**src/rtl/kalt_pkg.sv**
```systemverilog
`timescale 1ns / 1ps
package kalt_pkg;

   localparam int STATE_WIDTH_DEF = 32;
   localparam int COV_WIDTH_DEF   = 48;
   localparam int DT_W            = 16;
   localparam int SIGMA_W         = 23;
   localparam int ACCEL_W         = 32;
   localparam int DIST_W          = 31;
   localparam int OUT_W           = 32;
   localparam int OUT_VAR_W       = 47;
   localparam int TERM_W          = 64;
   localparam int PROD_W          = 128;
   localparam int CSR_IDX_W       = 2;
   localparam int PC_W            = 4;

   localparam logic [DT_W-1:0]    DT_RST   = DT_W'(655);
   localparam logic [SIGMA_W-1:0] SIGA_RST = SIGMA_W'(32768);
   localparam logic [SIGMA_W-1:0] SIGL_RST = SIGMA_W'(3277);

   typedef enum logic [CSR_IDX_W-1:0] {
      CSR_SAMPLE_PERIOD = 2'd0,
      CSR_ACCEL_SIGMA   = 2'd1,
      CSR_LIDAR_SIGMA   = 2'd2
   } csr_idx_type;

   typedef enum logic [2:0] {
      SH_NONE, SH_15, SH_16, SH_32, SH_33, SH_49, SH_66
   } shift_type;

   typedef enum logic [3:0] {
      SRC_DT, SRC_DT2, SRC_DT3, SRC_DT4, SRC_QA, SRC_SIGA, SRC_SIGL, SRC_V,
      SRC_AZ, SRC_C, SRC_P11, SRC_P00, SRC_K0, SRC_K1, SRC_Y
   } src_type;

   typedef enum logic [2:0] {
      BASE_ZERO, BASE_H, BASE_V, BASE_P00, BASE_C, BASE_P11
   } base_type;

   typedef enum logic [3:0] {
      DST_DT2, DST_DT3, DST_DT4, DST_QA, DST_H, DST_V, DST_P00, DST_C, DST_P11,
      DST_S, DST_N01, DST_N10
   } dst_type;

   typedef enum logic [2:0] {
      OP_MUL, OP_TEST, OP_DIV_K0, OP_DIV_K1, OP_AVG
   } kind_type;

   typedef enum logic [2:0] {
      ST_IDLE, ST_ISSUE, ST_MUL, ST_DIV, ST_DONE
   } state_type;

   typedef struct packed {
      kind_type  kind;
      src_type   a;
      src_type   b;
      logic      inv;
      shift_type shift;
      base_type  base;
      dst_type   dst;
      logic      last;
   } uop_type;

   typedef struct packed {
      logic      start;
      logic      neg;
      shift_type shift;
   } mul_cmd_type;

   function automatic uop_type mk(kind_type k, src_type a, src_type b, logic inv,
                                  shift_type sh, base_type bs, dst_type d, logic last);
      uop_type u;
      u.kind  = k;
      u.a     = a;
      u.b     = b;
      u.inv   = inv;
      u.shift = sh;
      u.base  = bs;
      u.dst   = d;
      u.last  = last;
      return u;
   endfunction

   function automatic uop_type fetch_uop(logic mode, logic [PC_W-1:0] pc);
      uop_type u;
      u = mk(OP_AVG, SRC_DT, SRC_DT, 1'b0, SH_NONE, BASE_ZERO, DST_C, 1'b1);
      if (!mode) begin
         unique case (pc)
            4'd0:  u = mk(OP_MUL, SRC_DT,   SRC_DT,   1'b0, SH_NONE, BASE_ZERO, DST_DT2, 1'b0);
            4'd1:  u = mk(OP_MUL, SRC_DT2,  SRC_DT,   1'b0, SH_NONE, BASE_ZERO, DST_DT3, 1'b0);
            4'd2:  u = mk(OP_MUL, SRC_DT2,  SRC_DT2,  1'b0, SH_NONE, BASE_ZERO, DST_DT4, 1'b0);
            4'd3:  u = mk(OP_MUL, SRC_SIGA, SRC_SIGA, 1'b0, SH_NONE, BASE_ZERO, DST_QA,  1'b0);
            4'd4:  u = mk(OP_MUL, SRC_V,    SRC_DT,   1'b0, SH_16,   BASE_H,    DST_H,   1'b0);
            4'd5:  u = mk(OP_MUL, SRC_AZ,   SRC_DT2,  1'b0, SH_33,   BASE_H,    DST_H,   1'b0);
            4'd6:  u = mk(OP_MUL, SRC_AZ,   SRC_DT,   1'b0, SH_16,   BASE_V,    DST_V,   1'b0);
            4'd7:  u = mk(OP_MUL, SRC_C,    SRC_DT,   1'b0, SH_15,   BASE_P00,  DST_P00, 1'b0);
            4'd8:  u = mk(OP_MUL, SRC_P11,  SRC_DT2,  1'b0, SH_32,   BASE_P00,  DST_P00, 1'b0);
            4'd9:  u = mk(OP_MUL, SRC_QA,   SRC_DT4,  1'b0, SH_66,   BASE_P00,  DST_P00, 1'b0);
            4'd10: u = mk(OP_MUL, SRC_P11,  SRC_DT,   1'b0, SH_16,   BASE_C,    DST_C,   1'b0);
            4'd11: u = mk(OP_MUL, SRC_QA,   SRC_DT3,  1'b0, SH_49,   BASE_C,    DST_C,   1'b0);
            4'd12: u = mk(OP_MUL, SRC_QA,   SRC_DT2,  1'b0, SH_32,   BASE_P11,  DST_P11, 1'b1);
            default: u = mk(OP_MUL, SRC_QA, SRC_DT2,  1'b0, SH_32,   BASE_P11,  DST_P11, 1'b1);
         endcase
      end else begin
         unique case (pc)
            4'd0:  u = mk(OP_MUL, SRC_SIGL, SRC_SIGL, 1'b0, SH_NONE, BASE_P00,  DST_S,   1'b0);
            4'd1:  u = mk(OP_TEST, SRC_DT,  SRC_DT,   1'b0, SH_NONE, BASE_ZERO, DST_S,   1'b0);
            4'd2:  u = mk(OP_DIV_K0, SRC_DT, SRC_DT,  1'b0, SH_NONE, BASE_ZERO, DST_S,   1'b0);
            4'd3:  u = mk(OP_DIV_K1, SRC_DT, SRC_DT,  1'b0, SH_NONE, BASE_ZERO, DST_S,   1'b0);
            4'd4:  u = mk(OP_MUL, SRC_K0,   SRC_Y,    1'b0, SH_32,   BASE_H,    DST_H,   1'b0);
            4'd5:  u = mk(OP_MUL, SRC_K1,   SRC_Y,    1'b0, SH_32,   BASE_V,    DST_V,   1'b0);
            4'd6:  u = mk(OP_MUL, SRC_K0,   SRC_C,    1'b1, SH_32,   BASE_C,    DST_N01, 1'b0);
            4'd7:  u = mk(OP_MUL, SRC_K1,   SRC_P00,  1'b1, SH_32,   BASE_C,    DST_N10, 1'b0);
            4'd8:  u = mk(OP_MUL, SRC_K1,   SRC_C,    1'b1, SH_32,   BASE_P11,  DST_P11, 1'b0);
            4'd9:  u = mk(OP_MUL, SRC_K0,   SRC_P00,  1'b1, SH_32,   BASE_P00,  DST_P00, 1'b0);
            default: u = mk(OP_AVG, SRC_DT, SRC_DT,   1'b0, SH_NONE, BASE_ZERO, DST_C,   1'b1);
         endcase
      end
      return u;
   endfunction

endpackage

```
**src/rtl/kalt_mul.sv**
```systemverilog
`timescale 1ns / 1ps
module kalt_mul
   import kalt_pkg::*;
(
   input  logic                     clock,
   input  logic                     reset,
   input  mul_cmd_type              cmd,
   input  logic [TERM_W-1:0]        a_mag,
   input  logic [TERM_W-1:0]        b_mag,
   output logic                     done,
   output logic signed [TERM_W-1:0] term
);

   logic [TERM_W-1:0]        a_ff, a_in, b_ff, b_in;
   logic                     neg_ff, neg_in;
   shift_type                shift_ff, shift_in;
   logic [PROD_W-1:0]        acc_ff, acc_in;
   logic [1:0]               cnt_ff, cnt_in;
   logic                     busy_ff, busy_in, fin_ff, fin_in, done_ff, done_in;
   logic signed [TERM_W-1:0] term_ff, term_in;

   logic [TERM_W/2-1:0] a_half, b_half;
   logic [TERM_W-1:0]   pp;
   logic [6:0]          shamt;
   logic [PROD_W-1:0]   shr;
   logic                half;
   logic [TERM_W:0]     qsum;
   logic [TERM_W-1:0]   lim, qmag;
   logic                over;

   always_comb begin
      a_half = cnt_ff[1] ? a_ff[TERM_W-1:TERM_W/2] : a_ff[TERM_W/2-1:0];
      b_half = cnt_ff[0] ? b_ff[TERM_W-1:TERM_W/2] : b_ff[TERM_W/2-1:0];
      pp     = a_half * b_half;
      shamt  = {cnt_ff[1] & cnt_ff[0], cnt_ff[1] ^ cnt_ff[0], 5'b0};

      shr  = acc_ff;
      half = 1'b0;
      case (shift_ff)
         SH_15:   begin shr = acc_ff >> 15; half = acc_ff[14]; end
         SH_16:   begin shr = acc_ff >> 16; half = acc_ff[15]; end
         SH_32:   begin shr = acc_ff >> 32; half = acc_ff[31]; end
         SH_33:   begin shr = acc_ff >> 33; half = acc_ff[32]; end
         SH_49:   begin shr = acc_ff >> 49; half = acc_ff[48]; end
         SH_66:   begin shr = acc_ff >> 66; half = acc_ff[65]; end
         default: begin shr = acc_ff; half = 1'b0; end
      endcase
      qsum = {1'b0, shr[TERM_W-1:0]} + (TERM_W+1)'(half);
      lim  = neg_ff ? {1'b1, {(TERM_W-1){1'b0}}} : {1'b0, {(TERM_W-1){1'b1}}};
      over = (|shr[PROD_W-1:TERM_W]) | qsum[TERM_W] | (qsum[TERM_W-1:0] > lim);
      qmag = over ? lim : qsum[TERM_W-1:0];

      a_in     = a_ff;
      b_in     = b_ff;
      neg_in   = neg_ff;
      shift_in = shift_ff;
      acc_in   = acc_ff;
      cnt_in   = cnt_ff;
      busy_in  = busy_ff;
      fin_in   = 1'b0;
      done_in  = fin_ff;
      term_in  = term_ff;

      if (cmd.start) begin
         a_in     = a_mag;
         b_in     = b_mag;
         neg_in   = cmd.neg;
         shift_in = cmd.shift;
         acc_in   = '0;
         cnt_in   = 2'd0;
         busy_in  = 1'b1;
      end else if (busy_ff) begin
         acc_in = acc_ff + ({{(PROD_W-TERM_W){1'b0}}, pp} << shamt);
         cnt_in = cnt_ff + 2'd1;
         if (cnt_ff == 2'd3) begin
            busy_in = 1'b0;
            fin_in  = 1'b1;
         end
      end

      if (fin_ff) begin
         if (shift_ff == SH_NONE) begin
            term_in = shr[TERM_W-1:0];
         end else begin
            term_in = neg_ff ? -qmag : qmag;
         end
      end
   end

   always_ff @(posedge clock) begin
      if (reset) begin
         busy_ff <= 1'b0;
         fin_ff  <= 1'b0;
         done_ff <= 1'b0;
         cnt_ff  <= 2'd0;
      end else begin
         busy_ff <= busy_in;
         fin_ff  <= fin_in;
         done_ff <= done_in;
         cnt_ff  <= cnt_in;
      end
      a_ff     <= a_in;
      b_ff     <= b_in;
      neg_ff   <= neg_in;
      shift_ff <= shift_in;
      acc_ff   <= acc_in;
      term_ff  <= term_in;
   end

   assign done = done_ff;
   assign term = term_ff;

endmodule

```
**config.mk**
```make
export PLATFORM = sky130hd
export DESIGN_NAME = kalt_mul
export DESIGN_NICKNAME = d
export VERILOG_FILES = /design/src/rtl/kalt_pkg.sv /design/src/rtl/kalt_mul.sv
export SDC_FILE = /design/constraint.sdc
export NUM_CORES = 2
export LEC_CHECK = 0
export ABC_AREA = 1
export BUFFER_PORTS_ARGS = -buffer_cell sky130_fd_sc_hd__buf_2
export CAP_MARGIN = 15
export CORE_MARGIN = 1.5
export CORE_UTILIZATION = 45
export DETAILED_ROUTE_END_ITERATION = 8
export SLEW_MARGIN = 20
export SYNTH_ARGS = -nofsm -noshare
export SYNTH_HDL_FRONTEND = slang
export SYNTH_SLANG_ARGS = --single-unit
export TNS_END_PERCENT = 5
```
**constraint.sdc**
```tcl
create_clock -name clock -period 12.1 [get_ports clock]
set_input_delay 0.605 -clock clock [delete_from_list [all_inputs] [get_ports clock]]
set_output_delay 0.605 -clock clock [all_outputs]
set_load 0.01 [all_outputs]
```
==> metrics <==
status=finished, violations left; failing checks=design-rule violations; Synthesis Warnings=0; Seq/Total Area, Yosys=12.7%; chip height=389 µm; slew margin rel.=21.3%; most frequent cells in the layout=inv_1 (1868), nand2_1 (1860), nor2_1 (1571); RSZ-0062 raised after global routing=true; largest net degree at the start of global routing=100; Final Util=53.2%; DIE AREA=152000 µm²; Worst EP arrival=12.52 ns; Worst Setup End Kind=flip-flop; crit path kind=reg2reg; Hold Path Class=in2reg; Synth area leaders=fa_1 (27%), inv_1 (10%), nand2_1 (10%); Period Utilization, post-route=98.5%; Crit-path slowest cell=ha_1; Yosys top cell area share=26.7%; CTS max path bufs=3; Avg Inst Size Synth=6.95 µm²; fraction of layout cells with a size suffix above 1=13.7%; Post-Route WL=346000 µm; FMAX=83.9 MHz; H-tree levels=2; Hold Crit Depth=1; core area=148000 µm²; Setup TNS Final=0 ns; Max Clock Skew=0.0585 ns; Setup Viol. Count Final=0; syn nets=11154; DR iter-0 viols=10587; Num CTS Buffers=45; nets=12031; Starting Density=45.4%; cell taking the most area after synthesis=fa_1; FF+latch count, synth=329; Post-route DRC=1; Post-synth EDFFs=196; antenna-violating nets left=0; crit path time final=11.91 ns; worst slew pin tran=1.18 ns; Worst EP required=12.71 ns; fraction of registers with async set/reset=0%; Vias=72503; port buffer count=199; max-capacitance violation count=0; synthesized area=67100 µm²; CTS tree=yes; R2R depth=52; Die Span X=389 µm; Startpoint Class=flip-flop; Final Slew Violations=0; # fillers=14719; Final Hold Vio Count=0; placed instance area=76600 µm²; vias in the first global route=69937; unique cell type count in the Yosys netlist=61; most common flop cell mapped by yosys=edfxtp_1; io pins=200; DRT Pass-1 Iters=9; Layout area overhead=17.2%; clock transition at the registers of the reported paths=0.09 ns; commonest non-fill, non-tap cell in the layout=inv_1; maximum net fanout on the critical path=34; Final Wtd Congestion=1.10; slowest stage delay, CP=0.58 ns; Worst-Skew Late Latency=0.69 ns; clock root buffer=clkbuf_16; Syn Inst Count=9664; wire per inst=27.6 µm; final instance area=78700 µm²; initial antenna violation count=25; vias per inst=5.80; Cell Rows=141; gr usage total=45.1%; first-pass GRT wire length=492000 µm; total gr overflow=0; CTS Sinks=329; dpl hpwl=294000 µm
-- path summary, 6_finish.rpt --
path	to	slack, ns	start
worst min register to register	acc_ff[126]$_SDFFE_PP0P_	0.54	acc_ff[126]$_SDFFE_PP0P_
worst max register to register	acc_ff[109]$_SDFFE_PP0P_	0.19	cnt_ff[0]$_SDFFE_PP0P_
worst max-delay path	acc_ff[109]$_SDFFE_PP0P_	0.19	cnt_ff[0]$_SDFFE_PP0P_
worst min-delay path	b_ff[13]$_DFFE_PP_	0.1	b_mag[13]
-- per-layer routing --
layer	global-route usage (%)	vias up	share of wire, %
met3	18.3	784	16
met2	61.3	4954	38
met1	64.1	34942	42
met5	0.0957	-	0.18
met4	14.6	28	4.0
li1	-	31795	-
-- registers in the layout, summed over array words and instances, names as in the netlist --
register	count
term	64
a_ff	64
done_in	1
cnt_ff	2
busy_ff	1
shift_ff	3
b_ff	64
done	1
acc_ff	128
neg_ff	1
-- synthesized netlist by cell type (18+ instances only) --
library cell,instances
o211ai_1,41
ha_1,458
buf_1,18
o21ai_0,442
xnor2_1,60
nor2_2,24
nor3_1,40
o22ai_1,25
clkinv_1,34
fa_1,897
o21ai_1,102
clkbuf_1,234
nand2_1,1861
nand4_1,168
inv_1,1877
edfxtp_1,196
inv_2,19
a31oi_1,88
buf_2,59
buf_4,26
nor2_1,1572
a21oi_1,549
xor2_1,111
dfxtp_1,133
o21a_1,26
nand3_1,385
nor4_1,21
-- logic make-up (layout without fill, tap and decap cells) --
logic type	count (synthesis)	in the layout	share of synthesized area, %
other cells	0	6	0
simple gates	4154	4154	25.4
compound gates	1364	1364	11.1
fa+ha+maj	1355	1355	35.3
flops	329	329	12.7
mux	5	5	0.0746
buf+inv	2286	3195	13.2
xor+xnor	171	171	2.23
-- critical path, delay by kind of cell, from the launching register on --
family          cells  cell delay (ns)
fa+ha+maj          10             4.39
compound gates     17             3.47
buf+inv            15             2.24
simple gates       10             1.12
flops               1             0.55
-- per-stage QoR --
stage | std cells | hold slack (ns) | setup WS, ns
global route | 12503 | 0.0968 | -0.0398
global placement | 12408 | 0.513 | -1.80
CTS | 12495 | 0.0787 | 0.0884
detailed placement | 12408 | 0.527 | -1.39
floorplan | 9664 | 0.477 | 2.16
finish | 12509 | 0.0959 | 0.187
-- final cells by class --
class	count	area, µm²	area share, %
sequential	329	8560	10.9
inverter	1932	7290	9.27
clock buffer	52	1200	1.53
multi-input combinational	7049	50100	63.7
timing repair buffer	1184	8760	11.1
antenna	6	15.0	0.0191
tap	1930	2410	3.07
clock inverter	27	305	0.388
-- repair_timing --
action	4_1_cts	5_1_grt
resized for setup	15	36
endpoints found under the setup margin	31	36
hold buffers	0	0
buffers inserted	8	7
pin swaps	2	6
Power is left out: the tool's default activity adds up to more than one toggle a clock period on the data nets, which glitch-free logic cannot reach.
