===== src/rtl/kalt_pkg.sv =====
`timescale 1ns / 1ps
package kalt_pkg;

   localparam int STATE_WIDTH_DEF = 32;
   localparam int COV_WIDTH_DEF   = 48;
   localparam int DT_W            = 16;
   localparam int SIGMA_W         = 23;
   localparam int ACCEL_W         = 32;
   localparam int DIST_W          = 31;
   localparam int OUT_W           = 32;
   localparam int OUT_VAR_W       = 47;
   localparam int TERM_W          = 64;
   localparam int PROD_W          = 128;
   localparam int CSR_IDX_W       = 2;
   localparam int PC_W            = 4;

   localparam logic [DT_W-1:0]    DT_RST   = DT_W'(655);
   localparam logic [SIGMA_W-1:0] SIGA_RST = SIGMA_W'(32768);
   localparam logic [SIGMA_W-1:0] SIGL_RST = SIGMA_W'(3277);

   typedef enum logic [CSR_IDX_W-1:0] {
      CSR_SAMPLE_PERIOD = 2'd0,
      CSR_ACCEL_SIGMA   = 2'd1,
      CSR_LIDAR_SIGMA   = 2'd2
   } csr_idx_type;

   typedef enum logic [2:0] {
      SH_NONE, SH_15, SH_16, SH_32, SH_33, SH_49, SH_66
   } shift_type;

   typedef enum logic [3:0] {
      SRC_DT, SRC_DT2, SRC_DT3, SRC_DT4, SRC_QA, SRC_SIGA, SRC_SIGL, SRC_V,
      SRC_AZ, SRC_C, SRC_P11, SRC_P00, SRC_K0, SRC_K1, SRC_Y
   } src_type;

   typedef enum logic [2:0] {
      BASE_ZERO, BASE_H, BASE_V, BASE_P00, BASE_C, BASE_P11
   } base_type;

   typedef enum logic [3:0] {
      DST_DT2, DST_DT3, DST_DT4, DST_QA, DST_H, DST_V, DST_P00, DST_C, DST_P11,
      DST_S, DST_N01, DST_N10
   } dst_type;

   typedef enum logic [2:0] {
      OP_MUL, OP_TEST, OP_DIV_K0, OP_DIV_K1, OP_AVG
   } kind_type;

   typedef enum logic [2:0] {
      ST_IDLE, ST_ISSUE, ST_MUL, ST_DIV, ST_DONE
   } state_type;

   typedef struct packed {
      kind_type  kind;
      src_type   a;
      src_type   b;
      logic      inv;
      shift_type shift;
      base_type  base;
      dst_type   dst;
      logic      last;
   } uop_type;

   typedef struct packed {
      logic      start;
      logic      neg;
      shift_type shift;
   } mul_cmd_type;

   function automatic uop_type mk(kind_type k, src_type a, src_type b, logic inv,
                                  shift_type sh, base_type bs, dst_type d, logic last);
      uop_type u;
      u.kind  = k;
      u.a     = a;
      u.b     = b;
      u.inv   = inv;
      u.shift = sh;
      u.base  = bs;
      u.dst   = d;
      u.last  = last;
      return u;
   endfunction

   function automatic uop_type fetch_uop(logic mode, logic [PC_W-1:0] pc);
      uop_type u;
      u = mk(OP_AVG, SRC_DT, SRC_DT, 1'b0, SH_NONE, BASE_ZERO, DST_C, 1'b1);
      if (!mode) begin
         unique case (pc)
            4'd0:  u = mk(OP_MUL, SRC_DT,   SRC_DT,   1'b0, SH_NONE, BASE_ZERO, DST_DT2, 1'b0);
            4'd1:  u = mk(OP_MUL, SRC_DT2,  SRC_DT,   1'b0, SH_NONE, BASE_ZERO, DST_DT3, 1'b0);
            4'd2:  u = mk(OP_MUL, SRC_DT2,  SRC_DT2,  1'b0, SH_NONE, BASE_ZERO, DST_DT4, 1'b0);
            4'd3:  u = mk(OP_MUL, SRC_SIGA, SRC_SIGA, 1'b0, SH_NONE, BASE_ZERO, DST_QA,  1'b0);
            4'd4:  u = mk(OP_MUL, SRC_V,    SRC_DT,   1'b0, SH_16,   BASE_H,    DST_H,   1'b0);
            4'd5:  u = mk(OP_MUL, SRC_AZ,   SRC_DT2,  1'b0, SH_33,   BASE_H,    DST_H,   1'b0);
            4'd6:  u = mk(OP_MUL, SRC_AZ,   SRC_DT,   1'b0, SH_16,   BASE_V,    DST_V,   1'b0);
            4'd7:  u = mk(OP_MUL, SRC_C,    SRC_DT,   1'b0, SH_15,   BASE_P00,  DST_P00, 1'b0);
            4'd8:  u = mk(OP_MUL, SRC_P11,  SRC_DT2,  1'b0, SH_32,   BASE_P00,  DST_P00, 1'b0);
            4'd9:  u = mk(OP_MUL, SRC_QA,   SRC_DT4,  1'b0, SH_66,   BASE_P00,  DST_P00, 1'b0);
            4'd10: u = mk(OP_MUL, SRC_P11,  SRC_DT,   1'b0, SH_16,   BASE_C,    DST_C,   1'b0);
            4'd11: u = mk(OP_MUL, SRC_QA,   SRC_DT3,  1'b0, SH_49,   BASE_C,    DST_C,   1'b0);
            4'd12: u = mk(OP_MUL, SRC_QA,   SRC_DT2,  1'b0, SH_32,   BASE_P11,  DST_P11, 1'b1);
            default: u = mk(OP_MUL, SRC_QA, SRC_DT2,  1'b0, SH_32,   BASE_P11,  DST_P11, 1'b1);
         endcase
      end else begin
         unique case (pc)
            4'd0:  u = mk(OP_MUL, SRC_SIGL, SRC_SIGL, 1'b0, SH_NONE, BASE_P00,  DST_S,   1'b0);
            4'd1:  u = mk(OP_TEST, SRC_DT,  SRC_DT,   1'b0, SH_NONE, BASE_ZERO, DST_S,   1'b0);
            4'd2:  u = mk(OP_DIV_K0, SRC_DT, SRC_DT,  1'b0, SH_NONE, BASE_ZERO, DST_S,   1'b0);
            4'd3:  u = mk(OP_DIV_K1, SRC_DT, SRC_DT,  1'b0, SH_NONE, BASE_ZERO, DST_S,   1'b0);
            4'd4:  u = mk(OP_MUL, SRC_K0,   SRC_Y,    1'b0, SH_32,   BASE_H,    DST_H,   1'b0);
            4'd5:  u = mk(OP_MUL, SRC_K1,   SRC_Y,    1'b0, SH_32,   BASE_V,    DST_V,   1'b0);
            4'd6:  u = mk(OP_MUL, SRC_K0,   SRC_C,    1'b1, SH_32,   BASE_C,    DST_N01, 1'b0);
            4'd7:  u = mk(OP_MUL, SRC_K1,   SRC_P00,  1'b1, SH_32,   BASE_C,    DST_N10, 1'b0);
            4'd8:  u = mk(OP_MUL, SRC_K1,   SRC_C,    1'b1, SH_32,   BASE_P11,  DST_P11, 1'b0);
            4'd9:  u = mk(OP_MUL, SRC_K0,   SRC_P00,  1'b1, SH_32,   BASE_P00,  DST_P00, 1'b0);
            default: u = mk(OP_AVG, SRC_DT, SRC_DT,   1'b0, SH_NONE, BASE_ZERO, DST_C,   1'b1);
         endcase
      end
      return u;
   endfunction

endpackage


===== src/rtl/kalt_div.sv =====
`timescale 1ns / 1ps
module kalt_div
   import kalt_pkg::*;
#(
   parameter int COV_WIDTH = COV_WIDTH_DEF
) (
   input  logic                        clock,
   input  logic                        reset,
   input  logic                        start,
   input  logic signed [COV_WIDTH-1:0] num,
   input  logic signed [COV_WIDTH-1:0] den,
   output logic                        done,
   output logic signed [COV_WIDTH-1:0] quot
);

   localparam int DW    = COV_WIDTH + 32;
   localparam int CNT_W = $clog2(DW + 1);

   logic [DW-1:0]               num_ff, num_in, q_ff, q_in;
   logic [COV_WIDTH-1:0]        md_ff, md_in;
   logic [COV_WIDTH:0]          rem_ff, rem_in;
   logic                        neg_ff, neg_in;
   logic [CNT_W-1:0]            cnt_ff, cnt_in;
   logic                        busy_ff, busy_in, fin_ff, fin_in, done_ff, done_in;
   logic signed [COV_WIDTH-1:0] quot_ff, quot_in;

   logic [COV_WIDTH-1:0] num_mag, den_mag;
   logic [COV_WIDTH:0]   rem_sh;
   logic                 ge, rnd;
   logic [DW:0]          qr, lim, qm;

   always_comb begin
      num_mag = num[COV_WIDTH-1] ? COV_WIDTH'(-num) : COV_WIDTH'(num);
      den_mag = den[COV_WIDTH-1] ? COV_WIDTH'(-den) : COV_WIDTH'(den);
      rem_sh  = {rem_ff[COV_WIDTH-1:0], num_ff[DW-1]};
      ge      = rem_sh >= {1'b0, md_ff};
      rnd     = {rem_ff, 1'b0} >= {2'b0, md_ff};
      qr      = {1'b0, q_ff} + (DW+1)'(rnd);
      lim     = neg_ff ? ((DW+1)'(1) << (COV_WIDTH-1))
                       : ((DW+1)'(1) << (COV_WIDTH-1)) - (DW+1)'(1);
      qm      = (qr > lim) ? lim : qr;

      num_in  = num_ff;
      q_in    = q_ff;
      md_in   = md_ff;
      rem_in  = rem_ff;
      neg_in  = neg_ff;
      cnt_in  = cnt_ff;
      busy_in = busy_ff;
      fin_in  = 1'b0;
      done_in = fin_ff;
      quot_in = quot_ff;

      if (start) begin
         num_in  = {num_mag, 32'b0};
         md_in   = den_mag;
         rem_in  = '0;
         q_in    = '0;
         neg_in  = num[COV_WIDTH-1] ^ den[COV_WIDTH-1];
         cnt_in  = CNT_W'(DW);
         busy_in = 1'b1;
      end else if (busy_ff) begin
         rem_in = ge ? rem_sh - {1'b0, md_ff} : rem_sh;
         q_in   = {q_ff[DW-2:0], ge};
         num_in = num_ff << 1;
         cnt_in = cnt_ff - CNT_W'(1);
         if (cnt_ff == CNT_W'(1)) begin
            busy_in = 1'b0;
            fin_in  = 1'b1;
         end
      end

      if (fin_ff) begin
         quot_in = neg_ff ? -qm[COV_WIDTH-1:0] : qm[COV_WIDTH-1:0];
      end
   end

   always_ff @(posedge clock) begin
      if (reset) begin
         busy_ff <= 1'b0;
         fin_ff  <= 1'b0;
         done_ff <= 1'b0;
         cnt_ff  <= '0;
      end else begin
         busy_ff <= busy_in;
         fin_ff  <= fin_in;
         done_ff <= done_in;
         cnt_ff  <= cnt_in;
      end
      num_ff  <= num_in;
      q_ff    <= q_in;
      md_ff   <= md_in;
      rem_ff  <= rem_in;
      neg_ff  <= neg_in;
      quot_ff <= quot_in;
   end

   assign done = done_ff;
   assign quot = quot_ff;

endmodule


===== config.mk =====
export PLATFORM = sky130hd
export DESIGN_NAME = kalt_div
export DESIGN_NICKNAME = d
export VERILOG_FILES = /design/src/rtl/kalt_pkg.sv /design/src/rtl/kalt_div.sv
export SDC_FILE = /design/constraint.sdc
export NUM_CORES = 1
export LEC_CHECK = 0
export BUFFER_PORTS_ARGS = -buffer_cell sky130_fd_sc_hd__buf_4
export CAP_MARGIN = 20
export CELL_PAD_IN_SITES_DETAIL_PLACEMENT = 0
export CELL_PAD_IN_SITES_GLOBAL_PLACEMENT = 1
export CORE_MARGIN = 3
export CORE_UTILIZATION = 35
export CTS_CLUSTER_SIZE = 40
export DETAILED_ROUTE_END_ITERATION = 7
export GPL_ROUTABILITY_DRIVEN = 0
export HOLD_SLACK_MARGIN = 0.1
export PLACE_DENSITY_LB_ADDON = 0.1
export SYNTH_ARGS = -nofsm -noshare
export SYNTH_HDL_FRONTEND = slang
export SYNTH_SLANG_ARGS = --single-unit

===== constraint.sdc =====
create_clock -name clock -period 21.5 [get_ports clock]
set_input_delay 1.075 -clock clock [delete_from_list [all_inputs] [get_ports clock]]
set_output_delay 1.075 -clock clock [all_outputs]
set_load 0.01 [all_outputs]

==> results of run 1 <==
[where the power goes]
group          internal (µW)  switching, µW  total (µW)
combinational            155            220         375
sequential               611           17.0         628
clock                    363            245         608
total                   1130            482        1610
[metrics by stage]
step	setup WS [ns]	util [%]	instance area, µm²
after floorplan	12.78	-	20100
after global placement	10.83	38.5	21700
after detailed placement	10.54	38.5	21700
after CTS	10.51	40.6	22900
after global routing	9.50	40.7	23000
final	10.53	40.7	23000
[kinds of logic (layout without fill, tap and decap cells)]
family          Yosys count  count (layout)  share of synthesized area [%]
fa+ha+maj               104             104                           6.53
simple gates            813             813                           20.4
mux                     129             129                           6.46
buf+inv                 235             343                           4.57
compound gates          528             528                           17.3
flops                   284             284                           35.6
xor+xnor                208             208                           9.12
[flip-flops by register name, summed over array words and instances (netlist names)]
| register | flops |
|---|---|
| q_ff | 80 |
| rem_ff | 49 |
| md_ff | 48 |
| num_ff | 48 |
| quot | 48 |
| cnt_ff | 7 |
| busy_ff | 1 |
| done | 1 |
| done_in | 1 |
| neg_ff | 1 |
[cells in the final DEF (no fill, tap or decap), types with 11 or more instances in the layout]
cell and count:
edfxtp_1 145, nor4_1 32, nand2_1 144, nor3_1 58, mux2i_1 126, a211oi_1 52, nor2_1 287, o31ai_1 42
a2bb2oi_1 16, buf_4 157, inv_1 113, or3_1 30, nand4_1 44, xnor2_1 109, and4_1 17, or2_2 18
nand3_1 76, xor2_1 98, clkbuf_16 40, a31oi_1 24, nand2b_1 11, and3_1 25, or4_1 20, a21o_1 27
o21ai_0 85, o41ai_1 18, a21oi_1 155, ha_1 103, dfxtp_1 137
[layer usage]
layer | vias up | wire length (µm)
met4 | 0 | 1190
met3 | 66 | 2360
li1 | 8633 | -
met1 | 8034 | 25900
met5 | - | 0
met2 | 377 | 24800
[final timing paths]
kind	startpoint	endpoint	slack [ns]	depth (start not counted)
hold / removal	rem_ff[1]$_SDFFE_PP0P_	rem_ff[1]$_SDFFE_PP0P_	0.50	2
setup / recovery	md_ff[13]$_DFFE_PP_	quot[42]$_DFFE_PP_	10.53	37
hold reg to reg	rem_ff[1]$_SDFFE_PP0P_	rem_ff[1]$_SDFFE_PP0P_	0.50	2
setup reg to reg	md_ff[13]$_DFFE_PP_	quot[42]$_DFFE_PP_	10.53	37
[worst max-delay path: cells and delay by family (launching register included)]
family | cells | cell delay [ns]
AOI/OAI and AO/OA | 10 | 1.61
and+or+nand+nor | 18 | 5.74
buffers and inverters | 3 | 0.72
DFF | 1 | 0.33
adders and majority gates | 5 | 1.56
xor gates and xnor gates | 1 | 0.70
[final cells by class]
type                    count  area, µm²  area share [%]
multi-input cells        1782      12000            52.3
inverters                 115        432            1.88
clock buffers              54       1090            4.73
flip-flops and latches    284       7140            31.1
clock inverters            13       97.6           0.425
repair buffers            161       1260            5.48
well taps                 756        946            4.12
==> impl_metrics.toml, run 1 <==
[status]
status = "finished clean"

[worst_hold_path]
hp-class = "reg2reg"

[clock_tree]
cts-root-buf = "clkbuf_16"
cts_tree = "yes"
clk_latency_ns = 0.55
clock_sinks = 284
cts-buffers-inserted = 37
post_cts_resized = 0
hold_buffers = 0
clkTransAtPathRegs_ns = 0.06
postCtsSetupBuffers = 0
htreeDepth = 2
cts_buffer_depth = 3

[layout]
final_cell_count_no_fill = 3165
areaGrowthSynthToFinish_pct = 14.6
fin_nets = 2584
num_antenna_cells = 0
drive_above_1_share_pct = 11.2
fillers = 5682

[synth]
netlist_top_cells_count = "287 x nor2_1, 155 x a21oi_1, 145 x edfxtp_1, 145 x nand2_1, 139 x dfxtp_1"
avgSynthCellArea_um2 = 8.71
yosys-top-cells-area = "edfxtp_1 22%, dfxtp_1 14%, ha_1 6.4%, mux2i_1 6.3%, nor2_1 5.4%"
yosys_warnings = 0
ys.flop_type = "edfxtp_1"
syn-instance-count = 2301
yosysTopAreaCell = "edfxtp_1"
ys_seq_elements = 284
synthArstFlopShare_pct = 0
ys_types = 85
yosysMostFrequentCell = "nor2_1"
synth.top_cell.area_share_pct = 21.7
ys_seq_area_share_pct = 35.6
syn-num-nets = 2504
synth_edf_count = 145
syn_area_um2 = 20100

[timing]
slew_headroom_pct = 32.7
holdWs_ns = 0.497
finalHoldViolations = 0
finalCritPeriodShare_pct = 51.0
worst_pin_slew_ns = 1.01
setup-tns-final_ns = 0
finalCriticalPeriod_ns = 10.97
setup_viol = 0
rsz0062_at_grt = "no"
clock_skew_ns = 0.0139
slew_viol_final = 0
timing.fmax_mhz = 91.2

[place]
dp.final_hpwl_um = 39800
port-buffer-count = 147
dp_cells = 3096

[pwr]
powerDensity_nw_per_um2 = 70.1
p_total_uw = 1610
peakVddDrop_v = 0.0000576
p_leak_uw = 0.00931

[detailed_routing]
ant_nets = 0
routed_wl_um = 54200
drt_iter0_markers = 968
viasPerCell = 5.41
drc_errors = 0
first_pass_iters = 5
vias = 17100
wl_per_cell_um = 17.1

[worst_setup_path]
cp-end-kind = "flip-flop"
cp_data_required_time_ns = 21.77
startpoint_type = "flip-flop"
cp_slowest_cell = "xor2_1"
path_max_fanout = 56
worstSetupPathType = "reg2reg"
arrival_ns = 11.24
critPathMaxStageDelay_ns = 0.70

[die]
start_util_pct = 35.5
num_rows = 87
die_x_um = 245
die_h_um = 245
die_area_um2 = 60200
core_um2 = 56500
io_pins = 148

[global_routing]
grt_max_degree = 102
grt_pass1_vias = 16400
grt.total_usage_pct = 17.7
met3_usage_pct = 2.55
busiest_layer = "met2"
met2_usage_pct = 29.2
met1_usage_pct = 24.3
grt_pass1_wl_um = 87800
antenna_found_initial = 0
grt-ovfl-total = 0

[flow_run]
cap_violations = 0
Note: power is estimated with default switching activity, not from simulation.
==> run 2: changes to the inputs <==
--- a/config.mk
+++ b/config.mk
@@ -5,6 +5,7 @@
 export SDC_FILE = /design/constraint.sdc
 export NUM_CORES = 1
 export LEC_CHECK = 0
+export ABC_AREA = 1
 export BUFFER_PORTS_ARGS = -buffer_cell sky130_fd_sc_hd__buf_4
 export CAP_MARGIN = 20
 export CELL_PAD_IN_SITES_DETAIL_PLACEMENT = 0
==> constraint.sdc (replaced) <==
create_clock -name clock -period 9.37 [get_ports clock]
set_input_delay 0.4685 -clock clock [delete_from_list [all_inputs] [get_ports clock]]
set_output_delay 0.4685 -clock clock [all_outputs]
set_load 0.01 [all_outputs]
==> impl_metrics.toml, run 2 <==
[place]
dp.final_hpwl_um = 53100
port-buffer-count = 147
dp_cells = 3911

[die]
die_area_um2 = 63400
die_h_um = 252
core_um2 = 59400
num_rows = 89
start_util_pct = 35.6
die_x_um = 252
io_pins = 148

[worst_setup_path]
cp-end-kind = "flip-flop"
worstSetupPathType = "reg2reg"
reg2reg_slack_ns = 1.65
startpoint_type = "flip-flop"
arrival_ns = 8.02
cp-endpoint = "quot[38]$_DFFE_PP_"
cp_slowest_cell = "buf_4"
cp_data_required_time_ns = 9.67
reg2reg_depth = 41
r2r_end = "quot[38]$_DFFE_PP_"
path_max_fanout = 56
critPathMaxStageDelay_ns = 0.58
r2r-start = "md_ff[24]$_DFFE_PP_"
crit_start = "md_ff[24]$_DFFE_PP_"

[detailed_routing]
ant_nets = 0
drc_errors = 0
viasPerCell = 5.03
routed_wl_um = 67800
drt_iter0_markers = 1199
first_pass_iters = 6
wl_per_cell_um = 17.0
vias = 20000

[clock_tree]
cts-buffers-inserted = 38
post_cts_resized = 0
clock_sinks = 284
htreeDepth = 2
cts_tree = "yes"
cts-root-buf = "clkbuf_16"
clk_latency_ns = 0.56
postCtsSetupBuffers = 0
clkTransAtPathRegs_ns = 0.06
hold_buffers = 2
cts_buffer_depth = 3

[synth]
netlist_top_cells_count = "750 x nand2_1, 425 x inv_1, 380 x nor2_1"
ys.flop_type = "edfxtp_1"
syn-instance-count = 3055
ys_types = 55
yosys-top-cells-area = "edfxtp_1 21%, nand2_1 13%, dfxtp_1 13%, inv_1 7.5%, nor2_1 6.7%"
yosysMostFrequentCell = "nand2_1"
yosysTopAreaCell = "edfxtp_1"
synth.top_cell.area_share_pct = 20.6
syn_area_um2 = 21100
avgSynthCellArea_um2 = 6.92
syn-num-nets = 3258
ys_seq_elements = 284
yosys_warnings = 0
ys_seq_area_share_pct = 33.8
synthArstFlopShare_pct = 0
synth_edf_count = 145

[layout]
final_common_cell = "nand2_1"
areaGrowthSynthToFinish_pct = 15.0
reg.largest.list = "q_ff x80, rem_ff x49"
largest_register_ffs = 80
largest_register = "q_ff"
fillers = 6368
final_cell_count_no_fill = 3983
drive_above_1_share_pct = 8.75
regArea_um2 = 7140
fin_nets = 3383
multiInputGateArea_um2 = 12100
final_cell_mix = "750 x nand2_1, 424 x inv_1, 379 x nor2_1"
num_antenna_cells = 0

[timing]
slew_headroom_pct = 28.4
rsz0062_at_grt = "no"
slew_viol_final = 0
clock_skew_ns = 0.0165
setup_viol = 0
finalCritPeriodShare_pct = 82.4
finalCriticalPeriod_ns = 7.72
timing.fmax_mhz = 130
setup-tns-final_ns = 0
finalHoldViolations = 0
worst_pin_slew_ns = 1.07

[pwr]
powerDensity_nw_per_um2 = 134
peakVddDrop_v = 0.000118
p_leak_uw = 0.0112

[global_routing]
antenna_found_initial = 0
grt-ovfl-total = 0
grt_pass1_wl_um = 107000
grt.total_usage_pct = 21.1
grt_pass1_vias = 19700
grt_max_degree = 91

[worst_hold_path]
hp-class = "in2reg"

[status]
status = "finished clean"

[flow_run]
cap_violations = 0
==> run 2: cell types whose count changed in the layout (fill, tap and decap cells not counted), moves of 77 or more <==
cell / change
nand3_1: +104
nor2_1: +92
nand2_1: +606
o22ai_1: +77
mux2i_1: -126
inv_1: +311
==> run 2: cells by family (layout without fill, tap and decap cells) <==
kind of cell    Yosys count  in the layout  share of synthesized area (%)
simple gates           1496           1496                           30.1
buf+inv                 507            662                           9.22
compound gates          482            482                           13.2
flops                   284            284                           33.8
xor+xnor                180            180                           7.46
fa+ha+maj               104            104                           6.19
mux                       2              2                          0.107
==> run 2: where the power goes <==
part | total [µW] | internal [µW] | switching, µW
Clock | 1520 | 933 | 584
Combinational | 360 | 127 | 234
Sequential | 1380 | 1370 | 17.2
Total | 3260 | 2430 | 835
==> run 2: layout make-up <==
class                      count  share of cell area (%)
timing repair buffer         162                    5.02
sequential                   284                    29.4
multi-input combinational   2264                    49.6
tap                          773                    3.98
clock buffer                  51                    4.50
inverter                     430                    6.65
clock inverter                19                   0.870
==> run 2: worst min-delay path by stage <==
stage,from,end,slack [ns],depth (start not counted)
floorplan,rem_ff[48]$_SDFFE_PP0P_,rem_ff[48]$_SDFFE_PP0P_,0.44,1
global placement,rem_ff[48]$_SDFFE_PP0P_,rem_ff[48]$_SDFFE_PP0P_,0.45,1
detailed placement,rem_ff[48]$_SDFFE_PP0P_,rem_ff[48]$_SDFFE_PP0P_,0.46,1
CTS,num[0],num_ff[32]$_SDFFCE_PN0P_,0.15,3
global route,num[0],num_ff[32]$_SDFFCE_PN0P_,0.19,3
finish,num[0],num_ff[32]$_SDFFCE_PN0P_,0.19,3
==> run 2: per-stage QoR <==
stage / instance area [µm²] / util [%] / total power [µW] / setup slack (ns) / hold WS (ns)
6_report: 24300 / 40.9 / 3260 / 1.65 / 0.188
5_1_grt: 24300 / 40.9 / 3410 / 0.822 / 0.191
2_1_floorplan: 21100 / - / 1640 / 3.49 / 0.440
3_3_place_gp: 23000 / 38.7 / 1760 / 1.88 / 0.450
3_5_place_dp: 23000 / 38.7 / 1770 / 1.75 / 0.464
4_1_cts: 24300 / 40.9 / 3310 / 1.69 / 0.147
==> run 2: worst max-delay path, delay by kind of cell (launching register included) <==
kind                     cells  cell delay [ns]
AO/OA/AOI/OAI                3             0.45
XOR/XNOR                     1             0.24
adder cells (fa/ha/maj)      4             1.15
buffers and inverters        5             0.86
flip-flops                   1             0.33
AND/OR/NAND/NOR             28             4.43
==> run 2: routing by layer <==
layer | wire length [µm] | track usage (%)
met1 | 31300 | 27.8
met2 | 32100 | 36.1
met3 | 2460 | 2.43
met4 | 1990 | 6.91
met5 | 0 | 0
==> run 3: changes to the inputs <==
==> constraint.sdc (replaced) <==
create_clock -name clock -period 7.2 [get_ports clock]
set_input_delay 0.36 -clock clock [delete_from_list [all_inputs] [get_ports clock]]
set_output_delay 0.36 -clock clock [all_outputs]
set_load 0.01 [all_outputs]
==> impl_metrics.toml, run 3 (synthesized netlist as in run 2, its figures left out) <==
[timing]
clock_skew_ns = 0.0197
timing.fmax_mhz = 150
finalCriticalPeriod_ns = 6.65
setup_viol = 0
finalCritPeriodShare_pct = 92.3
worst_pin_slew_ns = 1.08
slew_headroom_pct = 27.7
holdWs_ns = 0.132
slew_viol_final = 0
finalHoldViolations = 0
rsz0062_at_grt = "yes"

[detailed_routing]
viasPerCell = 5.06
first_pass_iters = 6
ant_nets = 0
wl_per_cell_um = 17.2
vias = 20200
drc_errors = 0
routed_wl_um = 68800
drt_iter0_markers = 1146

[flow_run]
cap_violations = 0

[clock_tree]
cts-buffers-inserted = 37
clkTransAtPathRegs_ns = 0.06
clk_latency_ns = 0.56
cts-root-buf = "clkbuf_16"
cts_buffer_depth = 3
cts_tree = "yes"
htreeDepth = 2
clock_sinks = 284

[worst_setup_path]
arrival_ns = 6.96
cp_data_required_time_ns = 7.51
path_max_fanout = 7
cp_slowest_cell = "ha_2"
reg2reg_depth = 40
startpoint_type = "flip-flop"
cp-end-kind = "flip-flop"
worstSetupPathType = "reg2reg"
critPathMaxStageDelay_ns = 0.36

[global_routing]
met1_usage_pct = 27.1
met3_usage_pct = 3.14
grt-ovfl-total = 0
grt.total_usage_pct = 21.0
met2_usage_pct = 36.3
grt_max_degree = 92
antenna_found_initial = 0
grt_pass1_wl_um = 107000
busiest_layer = "met2"
grt_pass1_vias = 19600

[layout]
final_common_cell = "nand2_1"
largest_register_ffs = 80
fin_nets = 3401
fin_util_pct = 41.3
final_cell_mix = "743 x nand2_1, 424 x inv_1, 367 x nor2_1"
num_antenna_cells = 0
largest_register = "q_ff"
reg.largest.list = "q_ff x80, rem_ff x49"
areaGrowthSynthToFinish_pct = 16.1
drive_above_1_share_pct = 9.77

[worst_hold_path]
whs_path_depth = 2
hp-class = "in2reg"

[die]
die_area_um2 = 63400
io_pins = 148
num_rows = 89
start_util_pct = 35.6
die_h_um = 252
die_x_um = 252
core_um2 = 59400

[place]
dp.final_hpwl_um = 53200
port-buffer-count = 147

[pwr]
peakVddDrop_v = 0.000140
p_leak_uw = 0.0113
powerDensity_nw_per_um2 = 165

[status]
status = "finished clean"
==> run 3: cell types whose count changed in the layout (fill, tap and decap cells not counted), sizes merged <==
cell and change:
clkinv -4, nand2 +1, buf +8, clkbuf +7
inv -2, bufinv -3, dlygate4sd3 +8
==> run 3: worst max-delay path, delay by kind of cell, from the launching register on <==
| kind | cells | cell delay (ns) |
|---|---|---|
| flip-flops | 1 | 0.32 |
| AND/OR/NAND/NOR | 28 | 3.76 |
| buffers and inverters | 3 | 0.17 |
| XOR/XNOR | 1 | 0.33 |
| AO/OA/AOI/OAI | 3 | 0.60 |
| adder cells (fa/ha/maj) | 5 | 1.20 |
==> run 3: through the flow <==
step | TNS (ns) | setup WS, ns | std cells | cell area (µm²) | power [µW]
2_1_floorplan | 0 | 1.32 | 3055 | 21100 | 2130
3_3_place_gp | 0 | 0.131 | 3913 | 23000 | 2300
3_5_place_dp | 0 | 0.0648 | 3913 | 23000 | 2300
4_1_cts | 0 | 0.0215 | 3989 | 24200 | 4120
5_1_grt | -0.216 | -0.0490 | 3998 | 24500 | 4240
6_report | 0 | 0.552 | 3998 | 24500 | 4060
==> run 3: worst paths after layout <==
kind,from,to,slack [ns]
setup reg to reg,md_ff[16]$_DFFE_PP_,quot[34]$_DFFE_PP_,0.55
hold / removal,den[39],md_ff[39]$_DFFE_PP_,0.13
setup / recovery,md_ff[16]$_DFFE_PP_,quot[34]$_DFFE_PP_,0.55
hold reg to reg,rem_ff[29]$_SDFFE_PP0P_,rem_ff[29]$_SDFFE_PP0P_,0.48
==> run 3: layout make-up <==
class	count	area (µm²)
repair buffers	180	1440
clock buffers	56	1060
inverters	430	1620
multi-input cells	2265	12200
flip-flops and latches	284	7140
fillers	6336	34800
well taps	773	967
clock inverters	10	85.1
==> run 3: what timing repair did <==
action                                  in CTS  in global routing
endpoints found under the setup margin       0                 44
hold buffers                                10                  0
gates resized for setup                      0                 50
buffers inserted                             0                  6
endpoints found under the hold margin       13                  0
==> run 3: where the power goes <==
part           total [µW]  switching (µW)  internal, µW
sequential           1800            21.3          1780
combinational         474             307           168
clock                1780             734          1050
total                4060            1060          2990
==> run 3: routing by layer <==
layer / part of all wire, % / wire length (µm)
met1: 45 / 31000
met2: 48 / 32800
met3: 4.3 / 2930
met4: 3.0 / 2030
met5: 0 / 0
